<file path="config.mk">
export PLATFORM = sky130hd
export DESIGN_NAME = nfa_walker
export DESIGN_NICKNAME = d
export VERILOG_FILES = /design/src/rtl/nfa_pkg.sv /design/src/rtl/nfa_walker.sv
export SDC_FILE = /design/constraint.sdc
export NUM_CORES = 1
export LEC_CHECK = 0
export BUFFER_PORTS_ARGS = -buffer_cell sky130_fd_sc_hd__buf_4
export CAP_MARGIN = 5
export CORE_UTILIZATION = 30
export CTS_CLUSTER_SIZE = 20
export DETAILED_ROUTE_END_ITERATION = 7
export PLACE_DENSITY = 0.45
export SETUP_SLACK_MARGIN = 0.02
export SKIP_CTS_REPAIR_TIMING = 1
export SLEW_MARGIN = 25
export SYNTH_ARGS = -nofsm -noshare
export SYNTH_HDL_FRONTEND = slang
export SYNTH_SLANG_ARGS = --single-unit
</file>
<file path="constraint.sdc">
create_clock -name clk -period 3.21 [get_ports clk]
set_input_delay 0.321 -clock clk [delete_from_list [all_inputs] [get_ports clk]]
set_output_delay 0.321 -clock clk [all_outputs]
set_load 0.05 [all_outputs]
</file>
<file path="src/rtl/nfa_pkg.sv">
// Shared types, constants and helper functions of the next-free address allocator.
package nfa_pkg;

  // Pool geometry. The tree memory keeps one row per inner tree node, holding
  // the full flags of that node's two children.
  localparam int ADDR_BITS = 12;
  localparam int NODE_W    = ADDR_BITS + 1;
  localparam int CNT_W     = ADDR_BITS + 1;
  localparam int ROWS      = 1 << ADDR_BITS;
  localparam int CFG_W     = 4;

  localparam logic [CFG_W-1:0] ACTIVE_BITS_RST = CFG_W'(ADDR_BITS);

  typedef logic [ADDR_BITS-1:0] addr_t;
  typedef logic [ADDR_BITS-1:0] row_t;
  typedef logic [NODE_W-1:0]    node_t;
  typedef logic [CNT_W-1:0]     cnt_t;
  typedef logic [1:0]           pair_t;

  // Operation codes.
  localparam logic FUNC_ALLOC = 1'b0;
  localparam logic FUNC_FREE  = 1'b1;

  // Result status codes.
  localparam logic [1:0] STATUS_OK        = 2'd0;
  localparam logic [1:0] STATUS_FULL      = 2'd1;
  localparam logic [1:0] STATUS_NOT_ALLOC = 2'd2;

  // Root row of the tree memory.
  localparam row_t ROOT_ROW = row_t'(1);

  typedef struct packed {
    logic  func;
    addr_t addr;
  } in_item_t;

  typedef struct packed {
    addr_t      granted_addr;
    logic [1:0] status;
    cnt_t       allocated_count;
  } out_item_t;

  // One access slot of the tree memory: one write and one read per cycle.
  typedef struct packed {
    logic  we;
    row_t  waddr;
    pair_t wdata;
    row_t  raddr;
  } mem_req_t;

  typedef enum logic [2:0] {
    ST_CLEAR,
    ST_IDLE,
    ST_LEAF,
    ST_CLIMB,
    ST_DESC,
    ST_UPDATE,
    ST_FINISH
  } state_t;

  // Mask of the address bits in use; the register value is clamped to 1..ADDR_BITS.
  function automatic addr_t pool_mask(logic [CFG_W-1:0] bits);
    int    eff;
    addr_t m;
    eff = int'(bits);
    if (eff < 1) eff = 1;
    if (eff > ADDR_BITS) eff = ADDR_BITS;
    for (int i = 0; i < ADDR_BITS; i++) begin
      m[i] = (i < eff);
    end
    return m;
  endfunction

  // Tree memory row that holds the full flag of the leaf of an address.
  function automatic row_t leaf_row(addr_t a);
    node_t n;
    n = {1'b1, a};
    return n[NODE_W-1:1];
  endfunction

endpackage

</file>
<file path="src/rtl/nfa_walker.sv">
// Tree walker: clears the memory, then searches and updates the tree per beat.
module nfa_walker (
  input  logic                clk,
  input  logic                rst_n,
  input  nfa_pkg::addr_t      mask,
  input  logic                in_valid,
  input  nfa_pkg::in_item_t   in_data,
  output logic                in_stall,
  input  logic                res_room,
  output logic                res_done,
  output nfa_pkg::out_item_t  res,
  output nfa_pkg::mem_req_t   req,
  input  nfa_pkg::pair_t      rdata
);

  localparam int A = nfa_pkg::ADDR_BITS;

  nfa_pkg::state_t state_r, state_nxt;
  nfa_pkg::row_t   clr_r, clr_nxt;
  nfa_pkg::addr_t  a_r, a_nxt;
  logic            func_r, func_nxt;
  nfa_pkg::node_t  idx_r, idx_nxt;
  nfa_pkg::row_t   row_r, row_nxt;
  logic            pos_r, pos_nxt;
  logic            bit_r, bit_nxt;
  nfa_pkg::addr_t  gaddr_r, gaddr_nxt;
  logic [1:0]      status_r, status_nxt;
  nfa_pkg::cnt_t   count_r, count_nxt;

  logic            accept;
  nfa_pkg::row_t   cur_leaf_row;
  logic            leaf_bit;
  logic            leaf_sib_free;
  nfa_pkg::addr_t  sib_addr;
  logic            climb_hit;
  nfa_pkg::node_t  idx_up;
  logic            desc_sel;
  nfa_pkg::node_t  desc_child;
  logic            desc_at_leaf;
  nfa_pkg::addr_t  desc_addr;

  logic            ap_en;
  logic            ap_first;
  nfa_pkg::row_t   ap_row;
  logic            ap_pos;
  logic            ap_bit;
  nfa_pkg::addr_t  ap_addr;
  nfa_pkg::pair_t  ap_wdata;

  assign accept = in_valid && !in_stall;
  assign in_stall = (state_r != nfa_pkg::ST_IDLE);

  // Decode of the row that just came back from the memory.
  assign cur_leaf_row  = nfa_pkg::leaf_row(a_r);
  assign leaf_bit      = rdata[a_r[0]];
  assign leaf_sib_free = !a_r[0] && !rdata[1];
  assign sib_addr      = a_r | nfa_pkg::addr_t'(1);
  assign climb_hit     = !idx_r[0] && !rdata[1];
  assign idx_up        = idx_r >> 1;
  assign desc_sel      = rdata[0];
  assign desc_child    = {idx_r[A-1:0], desc_sel};
  assign desc_at_leaf  = idx_r[A-1];
  assign desc_addr     = desc_child[A-1:0];

  // Selection of the row to modify: a leaf flip, or one step up the path.
  always_comb begin
    ap_en    = 1'b0;
    ap_first = 1'b0;
    ap_row   = row_r;
    ap_pos   = pos_r;
    ap_bit   = bit_r;
    ap_addr  = a_r;
    case (state_r)
      nfa_pkg::ST_LEAF: begin
        ap_row   = cur_leaf_row;
        ap_pos   = a_r[0];
        ap_first = 1'b1;
        if (func_r == nfa_pkg::FUNC_FREE) begin
          ap_en  = leaf_bit;
          ap_bit = 1'b0;
        end else if (!leaf_bit) begin
          ap_en  = 1'b1;
          ap_bit = 1'b1;
        end else begin
          ap_en   = leaf_sib_free && ((sib_addr & ~mask) == '0);
          ap_pos  = 1'b1;
          ap_bit  = 1'b1;
          ap_addr = sib_addr;
        end
      end
      nfa_pkg::ST_DESC: begin
        ap_en    = desc_at_leaf && ((desc_addr & ~mask) == '0);
        ap_first = 1'b1;
        ap_row   = idx_r[A-1:0];
        ap_pos   = desc_sel;
        ap_bit   = 1'b1;
        ap_addr  = desc_addr;
      end
      nfa_pkg::ST_UPDATE: begin
        ap_en = 1'b1;
      end
      default: begin
        ap_en = 1'b0;
      end
    endcase
  end

  always_comb begin
    ap_wdata         = rdata;
    ap_wdata[ap_pos] = ap_bit;
  end

  // Next state.
  always_comb begin
    state_nxt = state_r;
    case (state_r)
      nfa_pkg::ST_CLEAR: begin
        if (clr_r == '1) state_nxt = nfa_pkg::ST_IDLE;
      end
      nfa_pkg::ST_IDLE: begin
        if (accept) state_nxt = nfa_pkg::ST_LEAF;
      end
      nfa_pkg::ST_LEAF: begin
        if (ap_en) begin
          state_nxt = (ap_row == nfa_pkg::ROOT_ROW) ? nfa_pkg::ST_FINISH : nfa_pkg::ST_UPDATE;
        end else if (func_r == nfa_pkg::FUNC_FREE || leaf_sib_free ||
                     cur_leaf_row == nfa_pkg::ROOT_ROW) begin
          state_nxt = nfa_pkg::ST_FINISH;
        end else begin
          state_nxt = nfa_pkg::ST_CLIMB;
        end
      end
      nfa_pkg::ST_CLIMB: begin
        if (climb_hit) begin
          state_nxt = nfa_pkg::ST_DESC;
        end else if (idx_up == nfa_pkg::node_t'(1)) begin
          state_nxt = nfa_pkg::ST_FINISH;
        end
      end
      nfa_pkg::ST_DESC: begin
        if (ap_en) begin
          state_nxt = (ap_row == nfa_pkg::ROOT_ROW) ? nfa_pkg::ST_FINISH : nfa_pkg::ST_UPDATE;
        end else if (desc_at_leaf) begin
          state_nxt = nfa_pkg::ST_FINISH;
        end
      end
      nfa_pkg::ST_UPDATE: begin
        if (ap_row == nfa_pkg::ROOT_ROW) state_nxt = nfa_pkg::ST_FINISH;
      end
      nfa_pkg::ST_FINISH: begin
        if (res_room) state_nxt = nfa_pkg::ST_IDLE;
      end
      default: begin
        state_nxt = nfa_pkg::ST_IDLE;
      end
    endcase
  end

  // Memory requests and datapath updates.
  always_comb begin
    req        = '0;
    res_done   = 1'b0;
    clr_nxt    = clr_r;
    a_nxt      = a_r;
    func_nxt   = func_r;
    idx_nxt    = idx_r;
    row_nxt    = row_r;
    pos_nxt    = pos_r;
    bit_nxt    = bit_r;
    gaddr_nxt  = gaddr_r;
    status_nxt = status_r;
    count_nxt  = count_r;
    case (state_r)
      nfa_pkg::ST_CLEAR: begin
        req.we    = 1'b1;
        req.waddr = clr_r;
        clr_nxt   = clr_r + nfa_pkg::row_t'(1);
      end
      nfa_pkg::ST_IDLE: begin
        req.raddr = nfa_pkg::leaf_row(in_data.addr & mask);
        if (accept) begin
          a_nxt      = in_data.addr & mask;
          func_nxt   = in_data.func;
          status_nxt = nfa_pkg::STATUS_OK;
          gaddr_nxt  = '0;
        end
      end
      nfa_pkg::ST_LEAF: begin
        if (!ap_en) begin
          if (func_r == nfa_pkg::FUNC_FREE) begin
            status_nxt = nfa_pkg::STATUS_NOT_ALLOC;
          end else if (leaf_sib_free || cur_leaf_row == nfa_pkg::ROOT_ROW) begin
            status_nxt = nfa_pkg::STATUS_FULL;
          end else begin
            idx_nxt   = {1'b0, cur_leaf_row};
            req.raddr = cur_leaf_row >> 1;
          end
        end
      end
      nfa_pkg::ST_CLIMB: begin
        if (climb_hit) begin
          idx_nxt   = idx_r + nfa_pkg::node_t'(1);
          req.raddr = idx_nxt[A-1:0];
        end else begin
          idx_nxt   = idx_up;
          req.raddr = idx_up[A:1];
          if (idx_up == nfa_pkg::node_t'(1)) status_nxt = nfa_pkg::STATUS_FULL;
        end
      end
      nfa_pkg::ST_DESC: begin
        if (!desc_at_leaf) begin
          idx_nxt   = desc_child;
          req.raddr = desc_child[A-1:0];
        end else if (!ap_en) begin
          status_nxt = nfa_pkg::STATUS_FULL;
        end
      end
      nfa_pkg::ST_FINISH: begin
        res_done = res_room;
      end
      default: begin
        req = '0;
      end
    endcase

    // Write the modified row and fetch its parent for the next step up.
    if (ap_en) begin
      req.we    = 1'b1;
      req.waddr = ap_row;
      req.wdata = ap_wdata;
      req.raddr = ap_row >> 1;
      row_nxt   = ap_row >> 1;
      pos_nxt   = ap_row[0];
      bit_nxt   = &ap_wdata;
      if (ap_first) begin
        if (func_r == nfa_pkg::FUNC_FREE) begin
          count_nxt = count_r - nfa_pkg::cnt_t'(1);
        end else begin
          count_nxt = count_r + nfa_pkg::cnt_t'(1);
          gaddr_nxt = ap_addr;
        end
      end
    end
  end

  assign res.granted_addr    = gaddr_r;
  assign res.status          = status_r;
  assign res.allocated_count = count_r;

  // Control state is reset; the walk registers need none.
  always_ff @(posedge clk) begin
    if (!rst_n) begin
      state_r <= nfa_pkg::ST_CLEAR;
      clr_r   <= '0;
      count_r <= '0;
    end else begin
      state_r <= state_nxt;
      clr_r   <= clr_nxt;
      count_r <= count_nxt;
    end
  end

  always_ff @(posedge clk) begin
    a_r      <= a_nxt;
    func_r   <= func_nxt;
    idx_r    <= idx_nxt;
    row_r    <= row_nxt;
    pos_r    <= pos_nxt;
    bit_r    <= bit_nxt;
    gaddr_r  <= gaddr_nxt;
    status_r <= status_nxt;
  end

  // The allocated count can never pass the pool size.
  a_count_bound: assert property (@(posedge clk) disable iff (!rst_n)
    count_r <= nfa_pkg::cnt_t'(nfa_pkg::ROWS))
    else $error("allocated count exceeds pool size");

  // The clearing pass must cover every row before the first beat is taken.
  a_clear_done: assert property (@(posedge clk) disable iff (!rst_n)
    (state_r == nfa_pkg::ST_IDLE && $past(state_r) == nfa_pkg::ST_CLEAR) |->
      $past(clr_r) == '1)
    else $error("clearing pass left early");

  // A read-modify-write step never reads the row it is writing.
  a_no_rw_same_row: assert property (@(posedge clk) disable iff (!rst_n)
    (req.we && state_r != nfa_pkg::ST_CLEAR) |-> req.waddr != req.raddr)
    else $error("read and write of the same row in one cycle");

  // A successful allocate grants an address inside the pool.
  a_grant_in_pool: assert property (@(posedge clk) disable iff (!rst_n)
    (res_done && func_r == nfa_pkg::FUNC_ALLOC && res.status == nfa_pkg::STATUS_OK) |->
      (res.granted_addr & ~mask) == '0)
    else $error("granted address outside the pool");

endmodule
</file>
-- Word-level counts from Yosys, hierarchy flattened
Index checks and enable logic that the tools add are counted.
- register bits: 81
- bits in latches: 0
- memory bits (writable): 0
- memory bits (read-only): 0
- bits of input ports: 31
- output and inout port bits: 56
- logic and storage cells: 130
- memories: 0
- $add $sub $neg: 4
- multiply operators: 0
- div/mod/pow operators: 0
- $lt $le $gt $ge: 3
- equality and inequality tests: 25
- shift-type cells: 0
- mux-type cells: 58
- bitwise gates (word level): 4
- reductions and logical operators: 24
- operators by type and width (kind ; count):
    two-way mux 13 bit ; 7
    two-way mux 12 bit ; 7
    case mux 12 bit (2 select lines) ; 2
    case mux 12 bit (4 select lines) ; 1
    case mux 13 bit (3 select lines) ; 1
    bitwise AND 12 bit ; 3
    two-way mux 3 bit ; 10
    two-way mux 27 bit ; 1
    adder 13 x 1 -> 13 bit, second input constant ; 2
    equality test 12 x 1 -> 1 bit, second input constant ; 2
    logical NOT 12 bit ; 2
    inequality test 2 bit, second input constant ; 12
    two-way mux 11 bit ; 2
    case mux 3 bit (7 select lines) ; 1
    two-way mux 2 bit ; 9
    subtractor 13 x 1 -> 13 bit, second input constant ; 1
    adder 12 x 1 -> 12 bit, second input constant ; 1
    equality test 12 bit, second input constant ; 1
    inverter 12 bit ; 1
    two-way mux 1 bit ; 11
    equality test 3 bit, second input constant ; 3
    inequality test 3 bit, second input constant ; 3
    case mux 2 bit (4 select lines) ; 1
    AND reduction 8 bit ; 1
    other kinds (20) ; 33

-- Longest topological paths before layout
Gate-level depths: netlist of run 1.
- depth after elaboration: 11
- mapped depth: 10
- mapped depth without buffers: 9

-- Least setup slack after synthesis of run 1
OpenSTA, ideal clock, no wires.
- path type: reg2out
- start: register func_r
- end: output req[13] in the netlist's numbering
- arrival: 2827 ps
- data required time: 2889 ps
- slack: 62 ps
- stages on the path, launching flop included: 9
- buffers on the path: 1
- cells stage by stage: edfxtp_1 > nor4b_2 > nand4_1 > nor4_2 > nor2_1 > nand2_1 > buf_2 > inv_1 > a21oi_1
- RTL lines (what ; line ; text):
    start: declaration ; nfa_walker.sv:21 ; logic func_r, func_nxt;
    start signal: assignment ; nfa_walker.sv:265 ; func_r <= func_nxt;
    end: declaration ; nfa_walker.sv:12 ; output nfa_pkg::mem_req_t req,

==> reports/summary.md, run 1 <==
The flow ran to the end, but the final reports show violations. The checks that failed: DRC. The startpoint identified for the worst hold timing path is in_data[12]. Critical register-to-register path startpoint: state_r[0]. Cell depth of the worst flop-to-flop path: 9.

The top routing layer in use is met4. The final-stage net count is 795, and the share of synthesized flip-flops with an asynchronous set or reset is 0%. At the worst endpoint, the required time is 2.89 ns. TritonCTS built the clock tree. The path with the worst hold slack has its endpoint at func_r. The number of antenna violations at the first check in global routing came out at 0. In the routed design, unresolved DRC markers number 6. The clock insertion delay at the later pin of the skew report came out at 0.35 ns. The floorplan step defined a die boundary enclosing 19,100 um^2.

The number of diodes added for antenna fixing was 0; the number of endpoints failing setup at the final stage was 0. The tools report the destination of the worst register-to-register timing path as idx_r[3]. The largest fanout on the critical path is 9. The fraction of final layout cells with drive strength greater than 1 is 20.3%, and the xor-xnor portion of the synthesized cell area is 3.77%.

Detailed placement finished with a half-perimeter wire length of 14,900 um. Nature of the critical path endpoint: an output port. In the global route stage, overall resource usage came out at 21.0%.

The run gives 0 ns as the summed negative setup slack over all endpoints. Dividing the synthesized area by the synthesized cell count gives 8.42 um^2. Yosys printed 0 warnings. In this run the worst hold path is classified as primary input to register.

The critical path in this run is classified as register to output port. The post-synthesis share of cell area spent on and, or, nand and nor gates was 26.3%; the detailed router's first-iteration violation count was 486. Setup repair after global routing left no endpoint under its margin. The tools report the number of hold violations in the final report as 0.

The final period utilization came out at 96.0%. Clock tree synthesis selected as its root buffer the cell sky130_fd_sc_hd__clkbuf_16. The floorplan step defined a core boundary enclosing 18,100 um^2.

The longest individual stage delay on the worst path is 0.60 ns. The cell area that synthesis handed to floorplanning was 5570 um^2. The die is 138 um wide. The final global-route overflow total was 0. Once the floorplan was initialized, standard cells occupied 30.8% of the core.

The maximum number of pins on one net before global-route repair was 29; the remaining antenna violation count after routing was 0. The run gives 9270 um as the routed metal-1 wire length. The flip-flop cell with the highest count after synthesis was sky130_fd_sc_hd__edfxtp_1. Summing the areas of all fa, ha and maj instances in the mapped netlist gives 3.50% of the synthesized area. After synthesis the netlist holds a flip-flop and latch count of 81. From bottom edge to top edge, the die measures 138 um. Clock-pin slew was measured on the worst setup and hold paths at 0.06 ns.

The synthesized design contains 41 enable-type register cells. The count of cells along the worst hold path was 1. With fillers left out, the area of the finished cells amounts to 6860 um^2. In this run, CTS created clock tree buffers numbering 9. The dominant cell type by area after synthesis is sky130_fd_sc_hd__edfxtp_1. The total number of H-tree levels was 3. The mux share of post-synthesis cell area is 3.59%. Summed over all cells, the static leakage comes to 2.70 nW. Share of the synthesized area in the top cell type: 22.1%.

For this run, the detailed router's first-pass iteration total came to 7. The compound-gate portion of the synthesized area was 21.3%; the TritonCTS sink count was 81. Across the run, the number of max-cap violations was 0. The area growth from synthesis to layout is 23.0%. The detailed-route vias per instance is 5.52.

By area, the combinational part of the netlist is dominated by simple AND/OR/NAND/NOR gates. For the final RePlAce weighted congestion, the log shows 0.920. The clock period minus worst slack was 3.08 ns. Via count of the first global-routing pass: 5,391. The first global-routing pass estimated 30,900 um of wire.

The worst pin sits at a relative slew slack of 47.5%. The count of pins over their slew limit was 0. The count of standard-cell rows is 49, and the slew at the pin closest to its max-slew limit is 0.783 ns. The post-synthesis net count is 708, and the highest ir drop seen on vdd is 0.000526 V. The length of routed met2 wiring came out at 8990 um.

In this run the count of I/O pins placed on the die edge is 87. The total number of vias is 5,426. The total length of routed wires came out at 19,700 um. The signal on the critical path passes through ha_1, nand4_1, or3_1, nand3_1, a221oi_1, o21ai_1, buf_4. The clock passes through at most 2 buffers. The worst path arrival time is 2.76 ns, and the power per cell area is 801 nW/um^2.

For the share of synthesized area occupied by flip-flops and latches, the log shows 36.5%. Between clock sinks in the finished design, the worst skew comes to 0.00757 ns. Buffers placed on the I/O ports in this run total 86. The highest-delay cell along the critical path is sky130_fd_sc_hd__edfxtp_1. Across all register-to-register paths, the minimum setup slack is 0.46 ns. The detailed-route wire length per cell works out to 20.1 um.

STA classifies the critical path startpoint as a register. For this run, the top clock speed supported by timing is 324 MHz. Summing all placed instances gives a cell area of 6530 um^2. After technology mapping, the gate count stands at 662. In this run, distinct cell masters in the synthesized netlist total 64.

By area the synthesized netlist is led by sky130_fd_sc_hd__edfxtp_1 22%, sky130_fd_sc_hd__dfxtp_1 14%, sky130_fd_sc_hd__nand2_1 6.7%, sky130_fd_sc_hd__o21ai_0 4.0%, sky130_fd_sc_hd__a22oi_1 3.6%. The sum of met3 wire segment lengths after detailed routing came out at 1010 um.
## report_power, final
| group | switching, mW | total, mW | internal, mW |
|---|---|---|---|
| Sequential | 0.215 | 1.56 | 1.35 |
| Combinational | 1.93 | 2.88 | 0.948 |
| Clock | 0.426 | 1.05 | 0.620 |
| Total | 2.57 | 5.49 | 2.92 |
## stage by stage
step | utilization, % | std cells | power (mW) | hold slack (ns) | worst slack (ns)
6_report | 37.9 | 983 | 5.49 | 0.151 | 0.127
5_1_grt | 37.9 | 983 | 5.79 | 0.146 | 0.0440
2_1_floorplan | - | 662 | 3.50 | 0.420 | 0.0622
3_3_place_gp | 36.1 | 965 | 4.39 | 0.445 | 0.197
4_1_cts | 37.7 | 981 | 5.46 | 0.141 | -0.214
3_5_place_dp | 36.1 | 965 | 4.40 | 0.452 | 0.200
## placed cells by master (no fill, tap or decap), types with 3 or more instances in the layout
master,n
sky130_fd_sc_hd__a211oi_1,6
sky130_fd_sc_hd__and3_1,8
sky130_fd_sc_hd__nor3_1,11
sky130_fd_sc_hd__o211ai_1,7
sky130_fd_sc_hd__a22oi_1,27
sky130_fd_sc_hd__a21boi_0,3
sky130_fd_sc_hd__o21ai_0,44
sky130_fd_sc_hd__dfxtp_1,38
sky130_fd_sc_hd__a221oi_1,15
sky130_fd_sc_hd__buf_4,117
sky130_fd_sc_hd__nor3b_1,4
sky130_fd_sc_hd__nand2b_1,22
sky130_fd_sc_hd__mux2i_1,20
sky130_fd_sc_hd__xnor2_1,15
sky130_fd_sc_hd__nor2_1,47
sky130_fd_sc_hd__edfxtp_1,41
sky130_fd_sc_hd__xor2_1,9
sky130_fd_sc_hd__ha_1,14
sky130_fd_sc_hd__nand2_1,100
sky130_fd_sc_hd__nand4_1,9
sky130_fd_sc_hd__and2_1,29
sky130_fd_sc_hd__a21oi_1,36
sky130_fd_sc_hd__nand3_1,16
sky130_fd_sc_hd__nor2b_1,4
sky130_fd_sc_hd__o2111ai_1,4
sky130_fd_sc_hd__inv_1,18
sky130_fd_sc_hd__nor4_1,6
sky130_fd_sc_hd__or3_1,8
sky130_fd_sc_hd__a221o_1,3
sky130_fd_sc_hd__o21ai_1,7
sky130_fd_sc_hd__clkbuf_16,9
## synthesized netlist by cell type (10+ instances only)
cell / instances
sky130_fd_sc_hd__inv_1: 18
sky130_fd_sc_hd__clkbuf_1: 25
sky130_fd_sc_hd__ha_1: 14
sky130_fd_sc_hd__nand2b_1: 22
sky130_fd_sc_hd__buf_2: 10
sky130_fd_sc_hd__nand2_1: 100
sky130_fd_sc_hd__nor2_1: 47
sky130_fd_sc_hd__mux2i_1: 20
sky130_fd_sc_hd__a21oi_1: 36
sky130_fd_sc_hd__a221oi_1: 16
sky130_fd_sc_hd__dfxtp_1: 40
sky130_fd_sc_hd__edfxtp_1: 41
sky130_fd_sc_hd__xnor2_1: 15
sky130_fd_sc_hd__nor3_1: 11
sky130_fd_sc_hd__a22oi_1: 27
sky130_fd_sc_hd__nand3_1: 16
sky130_fd_sc_hd__and2_1: 29
sky130_fd_sc_hd__o21ai_0: 45
## how the worst max path moves through the flow
stage / startpoint / slack, ns / end
after floorplan: func_r / 0.06 / req[13]
after global placement: idx_r[6] / 0.20 / req[10]
after detailed placement: idx_r[6] / 0.20 / req[10]
after CTS: idx_r[6] / -0.21 / req[10]
after global routing: state_r[0] / 0.04 / req[2]
final: idx_r[0] / 0.13 / req[10]
## cell families after synthesis
kind of cell | Yosys count
buf+inv | 61
fa+ha+maj | 15
simple gates | 283
compound gates | 178
xor+xnor | 24
flops | 81
mux | 20
## layout make-up
class / count / area [um^2]
fill: 1896 / 11200
sequential: 81 / 2030
clock buffer: 12 / 246
clock inverter: 4 / 43.8
inverter: 19 / 71.3
tap: 229 / 287
multi-input combinational: 520 / 3270
timing repair buffer: 118 / 898
## routing by layer
| metal | up-vias | global-route usage (%) |
|---|---|---|
| met3 | 32 | 2.91 |
| met1 | 2599 | 28.6 |
| met4 | 0 | 8.16 |
| li1 | 2596 | - |
| met2 | 199 | 33.5 |
| met5 | - | 0 |
## state kept, by name (all words and copies together), names as in the netlist
signal and flops:
clr_r 12, row_r 11, idx_r 13, pos_r 1
bit_r 1, count_r 13, a_r 12, gaddr_r 12
func_r 1, status_r 2, state_r 3
## critical path, delay by kind of cell, from the launching register on
family | cells | cell delay (ns)
AO/OA/AOI/OAI | 2 | 0.41
adder cells (fa/ha/maj) | 1 | 0.31
buffers and inverters | 1 | 0.27
flip-flops | 1 | 0.60
AND/OR/NAND/NOR | 3 | 0.82
(Power assumes the default switching activity.)
==> run 2, diff against run 1 <==
- CAP_MARGIN: 5 -> not set
- CORE_UTILIZATION: 30 -> 58
- PLACE_DENSITY: 0.45 -> 0.78
==> run 2 against run 1 <==
Against the previous run: the run now ends clean; core utilization is 35 points higher; worst hold slack got worse by 0.019 ns; critical path depth increased by 1; sequential power about the same; flip-flop and latch count is the same; combinational power about the same; final area fell by 1.9%.
==> reports/summary.md, run 2 (synthesis results as in run 1) <==
The overall global routing resource usage is 35.3% (was 21.0%). The core utilization of the finished layout is 72.5% (was 37.9%), and the register share of total power is 29.3% (was 28.5%). Nature of the critical path endpoint: an output port (unchanged). The via count of the first global-routing pass is 5,228 (was 5,391). Area of the die: 10,000 um^2 (was 19,100 um^2). For the count of pins over their slew limit, the log shows 0 (unchanged). The tools report the summed negative setup slack over all endpoints as 0 ns (unchanged).

The core outline area was 9280 um^2 (was 18,100 um^2). The number of logic stages on the critical path including buffering is 8 (was 7), and the static leakage power is 2.71 nW (was 2.70 nW). The detailed-route wire length per cell works out to 19.5 um (was 20.1 um). The clock tree root buffer cell is sky130_fd_sc_hd__clkbuf_8 (was sky130_fd_sc_hd__clkbuf_16). The detailed-route vias per instance came out at 6.37 (was 5.52).

The most frequent standard cell in the layout excluding fill and tap cells is sky130_fd_sc_hd__buf_4 (unchanged). The start-to-end type of the worst setup path is register to output port (unchanged). The slew at the pin closest to its max-slew limit is 0.789 ns (was 0.783 ns). The run gives 0 (unchanged) as the number of diodes added for antenna fixing. The clock edge transition at the registers on the reported setup and hold paths is 0.09 ns (was 0.06 ns), and the total number of vias is 5,684 (was 5,426). The post-route cell area is 6730 um^2 (was 6860 um^2), and the half-perimeter wire length of the detailed placement result is 12,900 um (was 14,900 um). The tools report the sum of internal, switching and leakage power as 5.31 mW (was 5.49 mW).

The detailed router's first-iteration violation count came out at 446 (was 486). The most numerous cell type found on the critical path is sky130_fd_sc_hd__buf_4. The tools report the maximum clock frequency as 322 MHz (was 324 MHz). For the maximum number of pins on one net before global-route repair, the log shows 27 (was 29).

Highest-delay cell along the critical path: sky130_fd_sc_hd__a221oi_1 (was sky130_fd_sc_hd__edfxtp_1). The kind of path behind the tightest hold check was primary input to register (unchanged). The total length of routed wires was 17,400 um (was 19,700 um). Largest registers: count_r x13, idx_r x13 (unchanged). The total of max-cap violations is 0 (unchanged). The run gives 16.0% (was 19.1%) as the clock network fraction of total power. The total internal power was 2.78 mW (was 2.92 mW).

The tools report the DRC violation count after routing as 0 (was 6). The tools report the start point of the critical path as state_r[2] (was idx_r[0]). The clock tree skew after final layout is 0.0129 ns (was 0.00757 ns), and the longest individual stage delay on the worst path is 0.57 ns (was 0.60 ns). The final global-route overflow total is 0 (unchanged), and the fraction of final layout cells with drive strength greater than 1 is 21.1% (was 20.3%). The proportion of power drawn by combinational gates is 54.7% (was 52.4%). The cell depth of the worst flop-to-flop path is 9 (unchanged), and the number of endpoints failing setup at the final stage is 0 (unchanged).

The capturing instance or port of the critical path was req[9] (was req[10]). The run gives 6400 um^2 (was 6530 um^2) as the placed cell area. Most frequent cells in the layout: 127 x sky130_fd_sc_hd__buf_4, 100 x sky130_fd_sc_hd__nand2_1, 47 x sky130_fd_sc_hd__nor2_1 (was 117 x sky130_fd_sc_hd__buf_4, 100 x sky130_fd_sc_hd__nand2_1, 47 x sky130_fd_sc_hd__nor2_1). The area growth from synthesis to final layout came out at 20.7% (was 23.0%).

The run finished with clean final reports. The vertical die dimension is 100 um (was 138 um). Setup repair after global routing left no endpoint under its margin. For the clock insertion delay at the later pin of the skew report, the log shows 0.36 ns (was 0.35 ns). Type of origin of the critical path: a register (unchanged). The register-to-register setup slack came out at 0.47 ns (was 0.46 ns). The total iterations of the first detailed-routing run is 6 (was 7). The switching power share of the total is 47.7% (was 46.8%). The number of hold violations in the final report came out at 0 (unchanged).

Worst-path cell chain: buf_4, inv_1, nand3_1, buf_4, nor2_1, a221oi_1, o21ai_0, buf_4 (was ha_1, nand4_1, or3_1, nand3_1, a221oi_1, o21ai_1, buf_4). The horizontal extent of the die is 100 um (was 138 um). The remaining antenna violation count after routing was 0 (unchanged). The critical register-to-register path startpoint is func_r (was state_r[0]). Highest ir drop seen on vdd: 0.000907 V (was 0.000526 V). TritonCTS built the clock tree. TritonCTS sink count: 81 (unchanged). For the maximum buffer depth of the clock tree, the log shows 2 (unchanged). The post-layout instance count excluding filler cells is 893 (was 983), and the worst path arrival time is 2.79 ns (was 2.76 ns). Number of antenna violations at the first check in global routing: 0 (unchanged). The tools report the destination of the worst register-to-register timing path as count_r[12] (was idx_r[3]).

The largest fanout on the critical path was 16 (was 9); the number of buffers inserted during clock tree synthesis was 9 (unchanged). The clock period minus worst slack is 3.11 ns (was 3.08 ns). The count of standard-cell rows came out at 35 (was 49). For the worst slew margin relative to its limit, the log shows 47.2% (was 47.5%).

The number of buffer cells added on primary ports came out at 86 (unchanged). The final worst setup slack came out at 0.100 ns (was 0.127 ns). The logs give 3 (unchanged) for the total number of H-tree levels and 0.133 ns (was 0.151 ns) for the post-route worst hold slack. The required arrival time at the worst endpoint was 2.89 ns (about the same); the wire length of the first global-routing pass was 27,200 um (was 30,900 um). The power per cell area was 790 nW/um^2 (was 801 nW/um^2). The critical path's top delay family was buffers and inverters (was simple AND/OR/NAND/NOR gates).

The switching power is 2.53 mW (was 2.57 mW), and the starting density of the core is 60.0% (was 30.8%). The worst-case setup slack after placement was 0.259 ns (was 0.200 ns); the final period utilization was 96.9% (was 96.0%). The final-stage net count was 805 (was 795). Count of cells along the worst hold path: 1 (unchanged). The final RePlAce weighted congestion was 1.02 (was 0.920); the number of buffers and inverters on the critical path was 4 (was 1). The logs give 865 (was 965) for the total placed cells including tap cells and 87 (unchanged) for the top-level port count.
run 2: changes by cell type in the layout (fill, tap and decap cells not counted), sizes merged:
cell / before / now
clkbuf: 12 / 11
clkinvlp: 0 / 1
buf: 118 / 128
inv: 18 / 20
clkinv: 4 / 2
run 2: area by class of cell:
cell class | instances | area, um^2
Fill cell | 749 | 2560
Timing Repair Buffer | 128 | 973
Multi-Input combinational cell | 520 | 3270
Sequential cell | 81 | 2030
Clock inverter | 5 | 58.8
Clock buffer | 11 | 163
Tap cell | 129 | 161
Inverter | 19 | 71.3
run 2: power by group through the flow:
stage	clock network [mW]	registers (mW)	logic (mW)
floorplan	0	1.68	1.82
global placement	0	1.58	2.72
detailed placement	0	1.59	2.75
CTS	0.856	1.56	2.76
global route	0.886	1.57	3.11
finish	0.850	1.56	2.91
run 2: worst min-delay path by stage:
| stage | startpoint | end | slack [ns] |
|---|---|---|---|
| after global routing | in_data[12] | func_r | 0.12 |
| after detailed placement | gaddr_r[1] | gaddr_r[1] | 0.45 |
| final | in_data[12] | func_r | 0.13 |
| after CTS | in_data[12] | func_r | 0.12 |
| after floorplan | in_data[12] | func_r | 0.42 |
| after global placement | gaddr_r[2] | gaddr_r[2] | 0.44 |
run 2: layer usage:
layer  part of all wire, %  GRT usage (%)  up-vias
met1                    42           48.4     2660
li1                      -              -     2621
met3                   9.7           5.85       58
met2                    45           55.6      345
met4                   3.4           14.8        0
met5                     0              0        -
run 2: worst reg2reg max path: stages (launching register included):
cell	delay, ns
sky130_fd_sc_hd__edfxtp_1	0.51
sky130_fd_sc_hd__buf_4	0.25
sky130_fd_sc_hd__ha_1	0.35
sky130_fd_sc_hd__nor2b_1	0.17
sky130_fd_sc_hd__o31ai_2	0.31
sky130_fd_sc_hd__a211oi_1	0.16
sky130_fd_sc_hd__o31ai_1	0.32
sky130_fd_sc_hd__xnor2_1	0.11
sky130_fd_sc_hd__or3_1	0.32
sky130_fd_sc_hd__a21oi_1	0.16
==> run 3, diff against run 2 <==
- MAX_ROUTING_LAYER: not set -> met4
==> run 3 against run 2 <==
Against the previous run: maximum frequency up 0.48%; final area decreased by 0.15%; die area unchanged; first-iteration DRC count grew 7.8%; register-to-register slack better by 0.03 ns; via count decreased by 1.5%; cell count unchanged; routed wire length is 0.54% higher; largest cell class unchanged.
==> reports/summary.md, run 3 (synthesis results as in run 1) <==
Detailed-route vias per instance: 6.27 (was 6.37). The final-layout fill cell count came out at 757 (was 749). Overall global routing resource usage: 36.7% (was 35.3%). The number of buffers inserted during clock tree synthesis was 9 (unchanged). The vertical die dimension came out at 100 um (unchanged). The run gives 0.115 ns (was 0.100 ns) as the final worst setup slack. The power per cell area is 786 nW/um^2 (was 790 nW/um^2), and the area growth from synthesis to final layout is 20.5% (was 20.7%).

The logs give 72.3% (was 72.5%) for the core utilization of the finished layout and 27,600 um (was 27,200 um) for the wire length of the first global-routing pass. The final-stage net count is 805 (unchanged), and the worst path arrival time is 2.77 ns (was 2.79 ns). The run gives 8 (was 6) as the total iterations of the first detailed-routing run. The remaining antenna violation count after routing came out at 0 (unchanged). The slew at the pin closest to its max-slew limit works out to 0.875 ns (was 0.789 ns). The clock insertion delay at the later pin of the skew report came out at 0.36 ns (about the same). The top-level port count is 87 (unchanged), and the clock edge transition at the registers on the reported setup and hold paths is 0.09 ns (about the same). Starting density of the core: 60.0% (unchanged). The logs give 481 (was 446) for the detailed router's first-iteration violation count and 9280 um^2 (unchanged) for the core outline area. The final period utilization was 96.4% (was 96.9%). The most frequent standard cell in the layout excluding fill and tap cells was sky130_fd_sc_hd__buf_4 (unchanged). The fraction of final layout cells with drive strength greater than 1 works out to 21.1% (unchanged). The nature of the critical path endpoint was an output port (unchanged). Clock tree root buffer cell: sky130_fd_sc_hd__clkbuf_8 (unchanged).

Half-perimeter wire length of the detailed placement result: 13,000 um (was 12,900 um). The detailed-route wire length per cell was 19.6 um (was 19.5 um); the worst-case setup slack after placement was 0.314 ns (was 0.259 ns). The count of pins over their slew limit was 0 (unchanged); the TritonCTS sink count was 81 (unchanged). The final RePlAce weighted congestion is 1.02 (about the same), and the required arrival time at the worst endpoint is 2.89 ns (about the same). The type of origin of the critical path is a register (unchanged).

The run finished with clean final reports. The static leakage power is 2.71 nW (about the same). The area of the die is 10,000 um^2 (unchanged), and the maximum clock frequency is 323 MHz (was 322 MHz).

The run gives 893 (unchanged) as the post-layout instance count excluding filler cells. The total placed cells including tap cells came out at 865 (unchanged). The kind of path behind the tightest hold check was primary input to register (unchanged).

Setup repair after global routing left no endpoint under its margin. The run gives 2 (unchanged) as the maximum buffer depth of the clock tree. Count of standard-cell rows: 35 (unchanged). Most frequent cells in the layout: 127 x sky130_fd_sc_hd__buf_4, 100 x sky130_fd_sc_hd__nand2_1, 47 x sky130_fd_sc_hd__nor2_1 (unchanged). The total number of H-tree levels was 3 (unchanged). TritonCTS built the clock tree. The highest ir drop seen on vdd was 0.000878 V (was 0.000907 V); the total number of vias was 5,601 (was 5,684). The via count of the first global-routing pass was 5,335 (was 5,228). The final global-route overflow total came out at 0 (unchanged). The logs give 0 (unchanged) for the number of endpoints failing setup at the final stage and 0 (unchanged) for the number of antenna violations at the first check in global routing. Largest registers: count_r x13, idx_r x13 (unchanged). The number of buffer cells added on primary ports is 86 (unchanged), and the total length of routed wires is 17,500 um (was 17,400 um).

The largest fanout on the critical path came out at 16 (unchanged). Start-to-end type of the worst setup path: register to output port (unchanged). The DRC violation count after routing is 0 (unchanged), and the number of diodes added for antenna fixing is 0 (unchanged). For the maximum number of pins on one net before global-route repair, the log shows 27 (unchanged).

Clock period minus worst slack: 3.09 ns (was 3.11 ns). Worst slew margin relative to its limit: 41.4% (was 47.2%). The total of max-cap violations was 0 (unchanged); the clock tree skew after final layout was 0.0144 ns (was 0.0129 ns). The horizontal extent of the die is 100 um (unchanged), and the number of hold violations in the final report is 0 (unchanged).
[run 3: cell types whose count changed in the layout (fill, tap and decap cells not counted), sizes merged]
| cell | previous run | this run |
|---|---|---|
| clkinvlp | 1 | 0 |
| clkinv | 2 | 3 |
[run 3: worst paths after layout]
kind               start          to  slack, ns  depth (start not counted)
max reg2reg     idx_r[0]  gaddr_r[9]       0.50                          7
min reg2reg   gaddr_r[3]  gaddr_r[3]       0.47                          2
min          in_data[12]      func_r       0.13                          1
max           state_r[2]      req[9]       0.12                          8
[run 3: critical path, stage by stage, from the launching register on]
cell and delay (ns):
sky130_fd_sc_hd__dfxtp_1 0.36, sky130_fd_sc_hd__buf_4 0.27, sky130_fd_sc_hd__inv_1 0.11, sky130_fd_sc_hd__nand3_1 0.42, sky130_fd_sc_hd__buf_4 0.26, sky130_fd_sc_hd__nor2_1 0.07
sky130_fd_sc_hd__a221oi_1 0.53, sky130_fd_sc_hd__o21ai_0 0.17, sky130_fd_sc_hd__buf_4 0.22
[run 3: through the flow]
step / setup TNS, ns / power [mW] / area, um^2 / hold slack, ns
after floorplan: 0 / 3.50 / 5570 / 0.420
after global placement: 0 / 4.31 / 6400 / 0.445
after detailed placement: 0 / 4.35 / 6400 / 0.451
after CTS: -0.171 / 5.15 / 6620 / 0.128
after global routing: 0 / 5.54 / 6720 / 0.118
final: 0 / 5.28 / 6720 / 0.129
[run 3: cell type report]
| cell class | count | area [um^2] | area share [%] |
|---|---|---|---|
| Clock buffer | 11 | 153 | 2.27 |
| Sequential cell | 81 | 2030 | 30.3 |
| Inverter | 19 | 71.3 | 1.06 |
| Multi-Input combinational cell | 520 | 3270 | 48.6 |
| Timing Repair Buffer | 128 | 973 | 14.5 |
| Clock inverter | 5 | 58.8 | 0.876 |
| Tap cell | 129 | 161 | 2.40 |
[run 3: per-layer routing]
metal | GRT usage (%) | up-vias | wire length (um)
met2 | 56.7 | 309 | 7990
met3 | 7.24 | 51 | 1680
met5 | - | - | 0
li1 | - | 2613 | -
met1 | 48.0 | 2628 | 7240
met4 | 13.4 | 0 | 575
[run 3: power by group]
part	internal, mW	switching (mW)	leakage, nW	total [mW]
registers	1.35	0.210	0.699	1.56
clock network	0.411	0.401	0.109	0.811
logic	1.00	1.91	1.90	2.91
total	2.76	2.52	2.71	5.28
